===== src/hdl/painter_face_depth_sort_unit_macros.svh =====
// Assertion macros for the face depth sort block.
// Included by the top level only; no other dependencies.
`ifndef PAINTER_FACE_DEPTH_SORT_UNIT_MACROS_SVH
`define PAINTER_FACE_DEPTH_SORT_UNIT_MACROS_SVH

// Same-cycle implication, disabled during reset.
`define PFDS_ASSERT_NOW(label, clk, rst, ante, cons, msg) \
  label: assert property (@(posedge clk) disable iff (rst) (ante) |-> (cons)) \
    else $error(msg);

// Next-cycle implication, disabled during reset.
`define PFDS_ASSERT_NEXT(label, clk, rst, ante, cons, msg) \
  label: assert property (@(posedge clk) disable iff (rst) (ante) |=> (cons)) \
    else $error(msg);

`endif


===== src/hdl/pfds_pkg.sv =====
// Shared types and constants for the face depth sort block.
// No dependencies.
package pfds_pkg;

  localparam int KEY_W     = 40;
  localparam int IDX_W     = 5;
  localparam int CFG_IDX_W = 2;

  localparam logic [CFG_IDX_W-1:0] REG_EYE_X = 2'd0;
  localparam logic [CFG_IDX_W-1:0] REG_EYE_Y = 2'd1;
  localparam logic [CFG_IDX_W-1:0] REG_EYE_Z = 2'd2;

  typedef enum logic [1:0] {
    ST_LOAD,
    ST_DRAIN,
    ST_SCAN,
    ST_EMIT
  } state_t;

endpackage


===== src/hdl/painter_face_depth_sort_unit.sv =====
// Painter's-order face depth sort: vertex accumulation, key pipeline, key memory
// and selection scan. Depends on pfds_pkg and painter_face_depth_sort_unit_macros.svh.
//
// Usage:
//  - Vertex channel (in_valid / in_stall): one vertex per transfer, four per face,
//    taken at one per cycle while loading. final_vertex on the last vertex of the
//    last face ends loading; an incomplete trailing face is dropped, and faces
//    beyond MAX_FACES are dropped.
//  - Result channel (out_valid / out_stall): one result per stored face, farthest
//    first, equal keys in load order; draw_last marks the nearest face.
//  - Configuration: cfg_we writes eye_x/eye_y/eye_z (cfg_index 0..2) at once.
//  - Each completed face's key goes through a three-stage pipeline (difference,
//    square, sum/saturate) into the key memory. After final_vertex the input
//    stalls, the pipeline drains, then each result comes from a scan of all n
//    stored faces in the key memory, one read per cycle. The key memory has a
//    single read port.
//  - A stalled result holds in the output register; the next scan starts after it
//    transfers. Input is accepted again after the draw_last transfer.
//  - Reset (rst, synchronous) clears the eye registers, sums and face count and
//    returns to loading; the key memory is not cleared (only written entries are
//    ever read).
module painter_face_depth_sort_unit #(
  parameter int MAX_FACES      = 32,
  parameter int VERTS_PER_FACE = 4,
  parameter int COORD_BITS     = 16
) (
  input  logic                            clk,
  input  logic                            rst,
  input  logic                            in_valid,
  output logic                            in_stall,
  input  logic signed [COORD_BITS-1:0]    vertex_x,
  input  logic signed [COORD_BITS-1:0]    vertex_y,
  input  logic signed [COORD_BITS-1:0]    vertex_z,
  input  logic                            final_vertex,
  output logic                            out_valid,
  input  logic                            out_stall,
  output logic [pfds_pkg::IDX_W-1:0]      face_index,
  output logic [pfds_pkg::KEY_W-1:0]      depth_key,
  output logic                            draw_last,
  input  logic                            cfg_we,
  input  logic [pfds_pkg::CFG_IDX_W-1:0]  cfg_index,
  input  logic [COORD_BITS-1:0]           cfg_data
);
  import pfds_pkg::*;

  `include "painter_face_depth_sort_unit_macros.svh"

  localparam int AW    = $clog2(MAX_FACES);
  localparam int CW    = $clog2(MAX_FACES + 1);
  localparam int VW    = $clog2(VERTS_PER_FACE);
  localparam int SUM_W = COORD_BITS + 2;
  localparam int DIF_W = COORD_BITS + 3;
  localparam int MAG_W = COORD_BITS + 2;
  localparam int SQ_W  = 2 * MAG_W;
  localparam int TOT_W = SQ_W + 2;
  localparam logic [CW-1:0] FACES_MAX = CW'(MAX_FACES);
  localparam logic [VW-1:0] LAST_VERT = VW'(VERTS_PER_FACE - 1);

  state_t state, state_next;

  // eye registers
  logic signed [COORD_BITS-1:0] eye_x, eye_y, eye_z;

  always_ff @(posedge clk) begin
    if (rst) begin
      eye_x <= '0;
      eye_y <= '0;
      eye_z <= '0;
    end else if (cfg_we) begin
      unique case (cfg_index)
        REG_EYE_X: eye_x <= cfg_data;
        REG_EYE_Y: eye_y <= cfg_data;
        REG_EYE_Z: eye_z <= cfg_data;
        default:   ;
      endcase
    end
  end

  // vertex accumulation
  logic signed [SUM_W-1:0] sum_x, sum_y, sum_z;
  logic signed [SUM_W-1:0] sum_x_next, sum_y_next, sum_z_next;
  logic [VW-1:0]           vertex_in_face;
  logic [CW-1:0]           faces_loaded, faces_next;
  logic                    in_xfer, face_done, face_keep;

  assign in_xfer   = in_valid && !in_stall;
  assign face_done = (vertex_in_face == LAST_VERT);
  assign face_keep = in_xfer && face_done && (faces_loaded != FACES_MAX);
  assign faces_next = faces_loaded + CW'(face_keep);

  assign sum_x_next = sum_x + {{2{vertex_x[COORD_BITS-1]}}, vertex_x};
  assign sum_y_next = sum_y + {{2{vertex_y[COORD_BITS-1]}}, vertex_y};
  assign sum_z_next = sum_z + {{2{vertex_z[COORD_BITS-1]}}, vertex_z};

  // key pipeline: difference, square, sum
  logic signed [SUM_W-1:0] eye4_x, eye4_y, eye4_z;
  logic signed [DIF_W-1:0] dif_x, dif_y, dif_z;
  logic                    p1_valid, p2_valid;
  logic [AW-1:0]           p1_addr, p2_addr;
  logic [MAG_W-1:0]        mag_x, mag_y, mag_z;
  logic [SQ_W-1:0]         sq_x, sq_y, sq_z;
  logic [TOT_W-1:0]        key_total;
  logic [TOT_W+KEY_W-1:0]  key_wide;
  logic [KEY_W-1:0]        key_sat;

  assign eye4_x = {eye_x, 2'b00};
  assign eye4_y = {eye_y, 2'b00};
  assign eye4_z = {eye_z, 2'b00};

  function automatic logic [MAG_W-1:0] magnitude(input logic signed [DIF_W-1:0] d);
    logic signed [DIF_W-1:0] neg;
    neg = -d;
    return d[DIF_W-1] ? neg[MAG_W-1:0] : d[MAG_W-1:0];
  endfunction

  assign mag_x = magnitude(dif_x);
  assign mag_y = magnitude(dif_y);
  assign mag_z = magnitude(dif_z);

  assign key_total = TOT_W'(sq_x) + TOT_W'(sq_y) + TOT_W'(sq_z);
  assign key_wide  = {{KEY_W{1'b0}}, key_total};
  assign key_sat   = (|key_wide[TOT_W+KEY_W-1:KEY_W]) ? '1 : key_wide[KEY_W-1:0];

  always_ff @(posedge clk) begin
    if (rst) begin
      sum_x          <= '0;
      sum_y          <= '0;
      sum_z          <= '0;
      vertex_in_face <= '0;
      p1_valid       <= 1'b0;
      p2_valid       <= 1'b0;
    end else begin
      p1_valid <= face_keep;
      p2_valid <= p1_valid;
      if (in_xfer) begin
        if (face_done || final_vertex) begin
          sum_x          <= '0;
          sum_y          <= '0;
          sum_z          <= '0;
          vertex_in_face <= '0;
        end else begin
          sum_x          <= sum_x_next;
          sum_y          <= sum_y_next;
          sum_z          <= sum_z_next;
          vertex_in_face <= vertex_in_face + 1'b1;
        end
      end
    end
  end

  always_ff @(posedge clk) begin
    if (face_keep) begin
      dif_x   <= {eye4_x[SUM_W-1], eye4_x} - {sum_x_next[SUM_W-1], sum_x_next};
      dif_y   <= {eye4_y[SUM_W-1], eye4_y} - {sum_y_next[SUM_W-1], sum_y_next};
      dif_z   <= {eye4_z[SUM_W-1], eye4_z} - {sum_z_next[SUM_W-1], sum_z_next};
      p1_addr <= faces_loaded[AW-1:0];
    end
    if (p1_valid) begin
      sq_x    <= mag_x * mag_x;
      sq_y    <= mag_y * mag_y;
      sq_z    <= mag_z * mag_z;
      p2_addr <= p1_addr;
    end
  end

  // key memory
  logic [KEY_W-1:0] key_mem [MAX_FACES];
  logic [KEY_W-1:0] rd_key;
  logic             mem_re, rd_valid;
  logic [AW-1:0]    rd_addr_q;
  logic [CW-1:0]    scan_cnt;

  always_ff @(posedge clk) begin
    if (p2_valid) begin
      key_mem[p2_addr] <= key_sat;
    end
  end

  always_ff @(posedge clk) begin
    if (mem_re) begin
      rd_key    <= key_mem[scan_cnt[AW-1:0]];
      rd_addr_q <= scan_cnt[AW-1:0];
    end
  end

  // selection scan
  logic [MAX_FACES-1:0] done;
  logic [CW-1:0]        remaining;
  logic                 best_valid, best_take;
  logic [KEY_W-1:0]     best_key;
  logic [AW-1:0]        best_addr;
  logic                 out_xfer;
  logic [IDX_W+AW-1:0]  index_wide;

  assign out_xfer  = out_valid && !out_stall;
  assign best_take = rd_valid && !done[rd_addr_q] && (!best_valid || rd_key > best_key);

  always_comb begin
    state_next = state;
    unique case (state)
      ST_LOAD: begin
        if (in_xfer && final_vertex && faces_next != '0) state_next = ST_DRAIN;
      end
      ST_DRAIN: begin
        if (!p1_valid && !p2_valid) state_next = ST_SCAN;
      end
      ST_SCAN: begin
        if (scan_cnt == faces_loaded && !rd_valid) state_next = ST_EMIT;
      end
      ST_EMIT: begin
        if (out_xfer) state_next = (remaining == CW'(1)) ? ST_LOAD : ST_SCAN;
      end
      default: state_next = ST_LOAD;
    endcase
  end

  always_comb begin
    in_stall  = (state != ST_LOAD);
    out_valid = (state == ST_EMIT);
    mem_re    = (state == ST_SCAN) && (scan_cnt != faces_loaded);
  end

  always_ff @(posedge clk) begin
    if (rst) begin
      state        <= ST_LOAD;
      faces_loaded <= '0;
      remaining    <= '0;
      done         <= '0;
      scan_cnt     <= '0;
      rd_valid     <= 1'b0;
      best_valid   <= 1'b0;
    end else begin
      state    <= state_next;
      rd_valid <= mem_re;
      if (state == ST_LOAD) begin
        // drop the count at once when the stream ends; ST_DRAIN reloads it from remaining
        faces_loaded <= (in_xfer && final_vertex) ? '0 : faces_next;
        remaining    <= faces_next;
        done         <= '0;
      end
      if (state == ST_DRAIN) begin
        faces_loaded <= remaining;
      end
      if (mem_re) begin
        scan_cnt <= scan_cnt + 1'b1;
      end
      if (best_take) begin
        best_valid <= 1'b1;
      end
      if (state == ST_DRAIN) begin
        best_valid <= 1'b0;
        scan_cnt   <= '0;
      end
      if (out_xfer) begin
        done[best_addr] <= 1'b1;
        remaining       <= remaining - 1'b1;
        best_valid      <= 1'b0;
        scan_cnt        <= '0;
        if (remaining == CW'(1)) faces_loaded <= '0;
      end
    end
  end

  always_ff @(posedge clk) begin
    if (best_take) begin
      best_key  <= rd_key;
      best_addr <= rd_addr_q;
    end
  end

  assign index_wide = {{IDX_W{1'b0}}, best_addr};
  assign face_index = index_wide[IDX_W-1:0];
  assign depth_key  = best_key;
  assign draw_last  = (remaining == CW'(1));

  `PFDS_ASSERT_NOW(a_scan_no_write, clk, rst, state == ST_SCAN, !p2_valid,
                   "key memory written during scan")
  `PFDS_ASSERT_NOW(a_emit_has_best, clk, rst, out_valid,
                   best_valid && !done[best_addr], "emitting without an unsent face")
  `PFDS_ASSERT_NEXT(a_last_returns, clk, rst, out_xfer && draw_last,
                    state == ST_LOAD && faces_loaded == '0, "no return to loading")
  `PFDS_ASSERT_NOW(a_remaining_bound, clk, rst, state == ST_SCAN || state == ST_EMIT,
                   remaining != '0 && remaining <= faces_loaded, "remaining count off")

endmodule

===== config.mk =====
export PLATFORM = sky130hd
export DESIGN_NAME = painter_face_depth_sort_unit
export DESIGN_NICKNAME = d
export VERILOG_FILES = /design/src/hdl/pfds_pkg.sv /design/src/hdl/painter_face_depth_sort_unit.sv
export VERILOG_INCLUDE_DIRS = /design/src /design/src/hdl
export SDC_FILE = /design/constraint.sdc
export NUM_CORES = 2
export LEC_CHECK = 0
export ABC_CLOCK_PERIOD_IN_PS = 21900
export BUFFER_PORTS_ARGS = -buffer_cell sky130_fd_sc_hd__buf_4
export CORE_ASPECT_RATIO = 0.9
export CORE_MARGIN = 4
export CORE_UTILIZATION = 45
export CTS_CLUSTER_DIAMETER = 50
export DETAILED_ROUTE_END_ITERATION = 10
export PLACE_DENSITY = 0.71
export SLEW_MARGIN = 0
export SYNTH_ARGS = -nofsm -noshare
export SYNTH_HDL_FRONTEND = slang
export SYNTH_SLANG_ARGS = --single-unit

===== constraint.sdc =====
create_clock -name clk -period 21.9 [get_ports clk]
set_input_delay 3.285 -clock clk [delete_from_list [all_inputs] [get_ports clk]]
set_output_delay 3.285 -clock clk [all_outputs]
set_load 0.05 [all_outputs]

==> results_dict.tcl <==
set metrics [dict create \
    htree_levels 4 \
    yosys-top-cells-area "edfxtp_1, fa_1, mux4_2" \
    drv_cap 0 \
    antenna_found_initial 7 \
    relSlewSlack 0.0995 \
    rrSetupSlack_ns 11.88 \
    portBuffers 117 \
    postCtsSetupBuffers 0 \
    rows 160 \
    hpwl_um 154000 \
    power.leakage_nw 41.5 \
    synth_edf_count 1474 \
    setup_viol 0 \
    ant_nets 0 \
    cp_max_fo 13 \
    gr-total-overflow 0 \
    synth_cell_types 86 \
    final_max_slew_viol_count 0 \
    async_flop_share 0 \
    grtUsageTotal 0.215 \
    rsz0062_at_grt "false" \
    max_stage_delay_ns 0.87 \
    cp-end-kind "flip-flop" \
    wl_per_cell_um 23.2 \
    die_y_um 445 \
    routed-wl-met3_um 21000 \
    wl_met2_um 112000 \
    path_class "flip-flop to flip-flop" \
    hp-class "flip-flop to flip-flop" \
    multiInputGateArea_um2 43600 \
    hold_viol_final 0 \
    ys_ff_latch 1634 \
    cts_tree "done" \
    ios 120 \
    clock-sinks 1634 \
    synth_ff_type "edfxtp_1" \
    layout_common_cells "edfxtp_1, inv_1, fa_1" \
    final_util 0.503 \
    final.setup.worst_slack_ns 11.88 \
    grt_max_degree 104 \
    fp.dieW_um 493 \
    top_layer_used "met4" \
    regArea_um2 47500 \
    peakVddDrop_v 0.0000630 \
    yosys.area.top_type_share 0.464 \
    post-route-min-period_ns 10.02 \
    setup_tns_ns 0 \
    p_total_w 0.00697 \
    final_common_cell "edfxtp_1" \
    cpLargestDelayFamily "adder cells" \
    slowest_stage "xor2_1" \
    grt_first_pass_wirelength_um 360000 \
    synthToLayoutAreaGrowth_pct 11.2 \
    wl_met1_um 93900 \
    crit_buf_inv 7 \
    die_area_um2 219000 \
    wl_um 235000 \
    p_per_area_nw_per_um2 65.7 \
    r2r-start "dif_y[0]" \
    crit_cells 29 \
    ys_seq_area_frac 0.498 \
    finalCritPeriodShare 0.458 \
    syn_avg_cell_area_um2 13.7 \
    critPathRequiredTime_ns 22.42 \
    cts_buffers 162 \
    crit_path_end "sq_y[34]" \
    ctsResizeCount 0 \
    initial_core_util 0.452 \
    crit_start "dif_y[0]" \
    syn_area_um2 95400 \
    r2r-end "sq_y[34]" \
    clock_path_buffers 3 \
    clock.fmax_mhz 99.8 \
    drive_gt1_frac 0.143 \
    drt-vias-per-instance 5.62 \
    whs_ns 0.402 \
    reg2reg_depth 29 \
    synth_area_leader_cell "edfxtp_1" \
    first_pass_iters 8 \
    ctsHoldBuffers 0 \
    detail_route.iter0.violations 5601 \
    fin_skew_ns 0.0602 \
    pre_cts_ws_ns 11.96 \
    vias 56800 \
    cts_root_buf "clkbuf_16" \
    worstPathArrival_ns 10.55 \
    clock_latency_ns 0.80 \
    path_clk_slew_ns 0.06 \
    fin_nets 8417 \
    startpoint_type "flip-flop" \
    yosys_warnings 0 \
    grt_pass1_vias 59000 \
    fillers 17500 \
    gp_congestion 0.896 \
    status "completed" \
    tightest_slew_ns 1.35 \
    coreArea_um2 211000 \
    synthCells 6951 \
    drc 0 \
]
==> per-stage QoR <==
step           std cells  area, um2
2_1_floorplan       6955      95400
5_1_grt            10100     106000
3_5_place_dp        9816     101000
4_1_cts            10100     106000
6_report           10100     106000
3_3_place_gp        9816     101000
==> worst min-delay path by stage <==
stage | start | to | slack (ns) | cells after the start
3_5_place_dp | p1_addr[2] | p2_addr[2] | 0.40 | 0
3_3_place_gp | p1_addr[0] | p2_addr[0] | 0.40 | 0
6_report | p1_addr[4] | p2_addr[4] | 0.40 | 0
4_1_cts | p1_addr[4] | p2_addr[4] | 0.40 | 0
5_1_grt | p1_addr[3] | p2_addr[3] | 0.41 | 0
2_1_floorplan | p1_addr[0] | p2_addr[0] | 0.40 | 0
==> sequential cells by signal (all words and copies together), names as in the netlist, 6 cells and up <==
| name | flops |
|---|---|
| sq_x | 35 |
| dif_z | 19 |
| dif_y | 19 |
| depth_key | 38 |
| sum_y | 18 |
| sum_z | 18 |
| eye_y | 16 |
| done | 32 |
| sq_y | 35 |
| scan_cnt | 6 |
| dif_x | 19 |
| eye_x | 16 |
| rd_key | 38 |
| sum_x | 18 |
| sq_z | 35 |
| faces_loaded | 6 |
| remaining | 6 |
| eye_z | 16 |
| key_mem | 1216 |
==> routing by layer <==
metal / track usage / up-vias
met2: 0.349 / 2664
met3: 0.0427 / 490
met1: 0.295 / 28800
met5: 0 / -
li1: - / 24800
met4: 0.0648 / 0
==> layout make-up <==
| cell class | count | area share |
|---|---|---|
| sequential | 1634 | 0.448 |
| multi-input combinational | 4033 | 0.412 |
| clock buffer | 200 | 0.0406 |
| inverter | 1075 | 0.0381 |
| tap | 2835 | 0.0335 |
| timing repair buffer | 240 | 0.0172 |
| clock inverter | 88 | 0.0112 |
| antenna | 2 | 0.0000472 |
==> report_power, final <==
part	total, W	leakage, nW	internal, W	switching (W)
combinational	0.000698	24.3	0.000277	0.000421
sequential	0.00341	14.5	0.00340	0.00000641
clock	0.00286	2.66	0.00163	0.00123
==> Yosys cell counts, types with 36 or more instances <==
cell and count:
edfxtp_1 1474, inv_1 1054, fa_1 694, ha_1 505, nand2_1 494, nor2_1 458, mux4_2 390, a21oi_1 278
xnor2_1 203, clkbuf_1 176, dfxtp_1 160, a21o_1 128, o21ai_0 125, xor2_1 89, nor2b_1 51, nand3_1 47
a22oi_1 40, mux2_2 40, o21bai_1 38, nand2b_1 37, nor3_1 37, o21a_1 36
==> cell families after synthesis <==
| family | synth area share |
|---|---|
| AO/OA/AOI/OAI | 0.0553 |
| XOR/XNOR | 0.0274 |
| adder cells (fa/ha/maj) | 0.212 |
| buffers and inverters | 0.0509 |
| flip-flops | 0.498 |
| multiplexers | 0.0976 |
| other | 0.0000393 |
| AND/OR/NAND/NOR | 0.0590 |
==> worst reg2reg max path, delay by kind of cell (launching register included) <==
kind / cells / cell delay, ns
compound gates: 6 / 1.75
xor+xnor: 2 / 1.01
flops: 1 / 0.60
buf+inv: 7 / 1.41
simple gates: 6 / 1.48
fa+ha+maj: 8 / 3.53
Power figures use the tool's default switching activity.
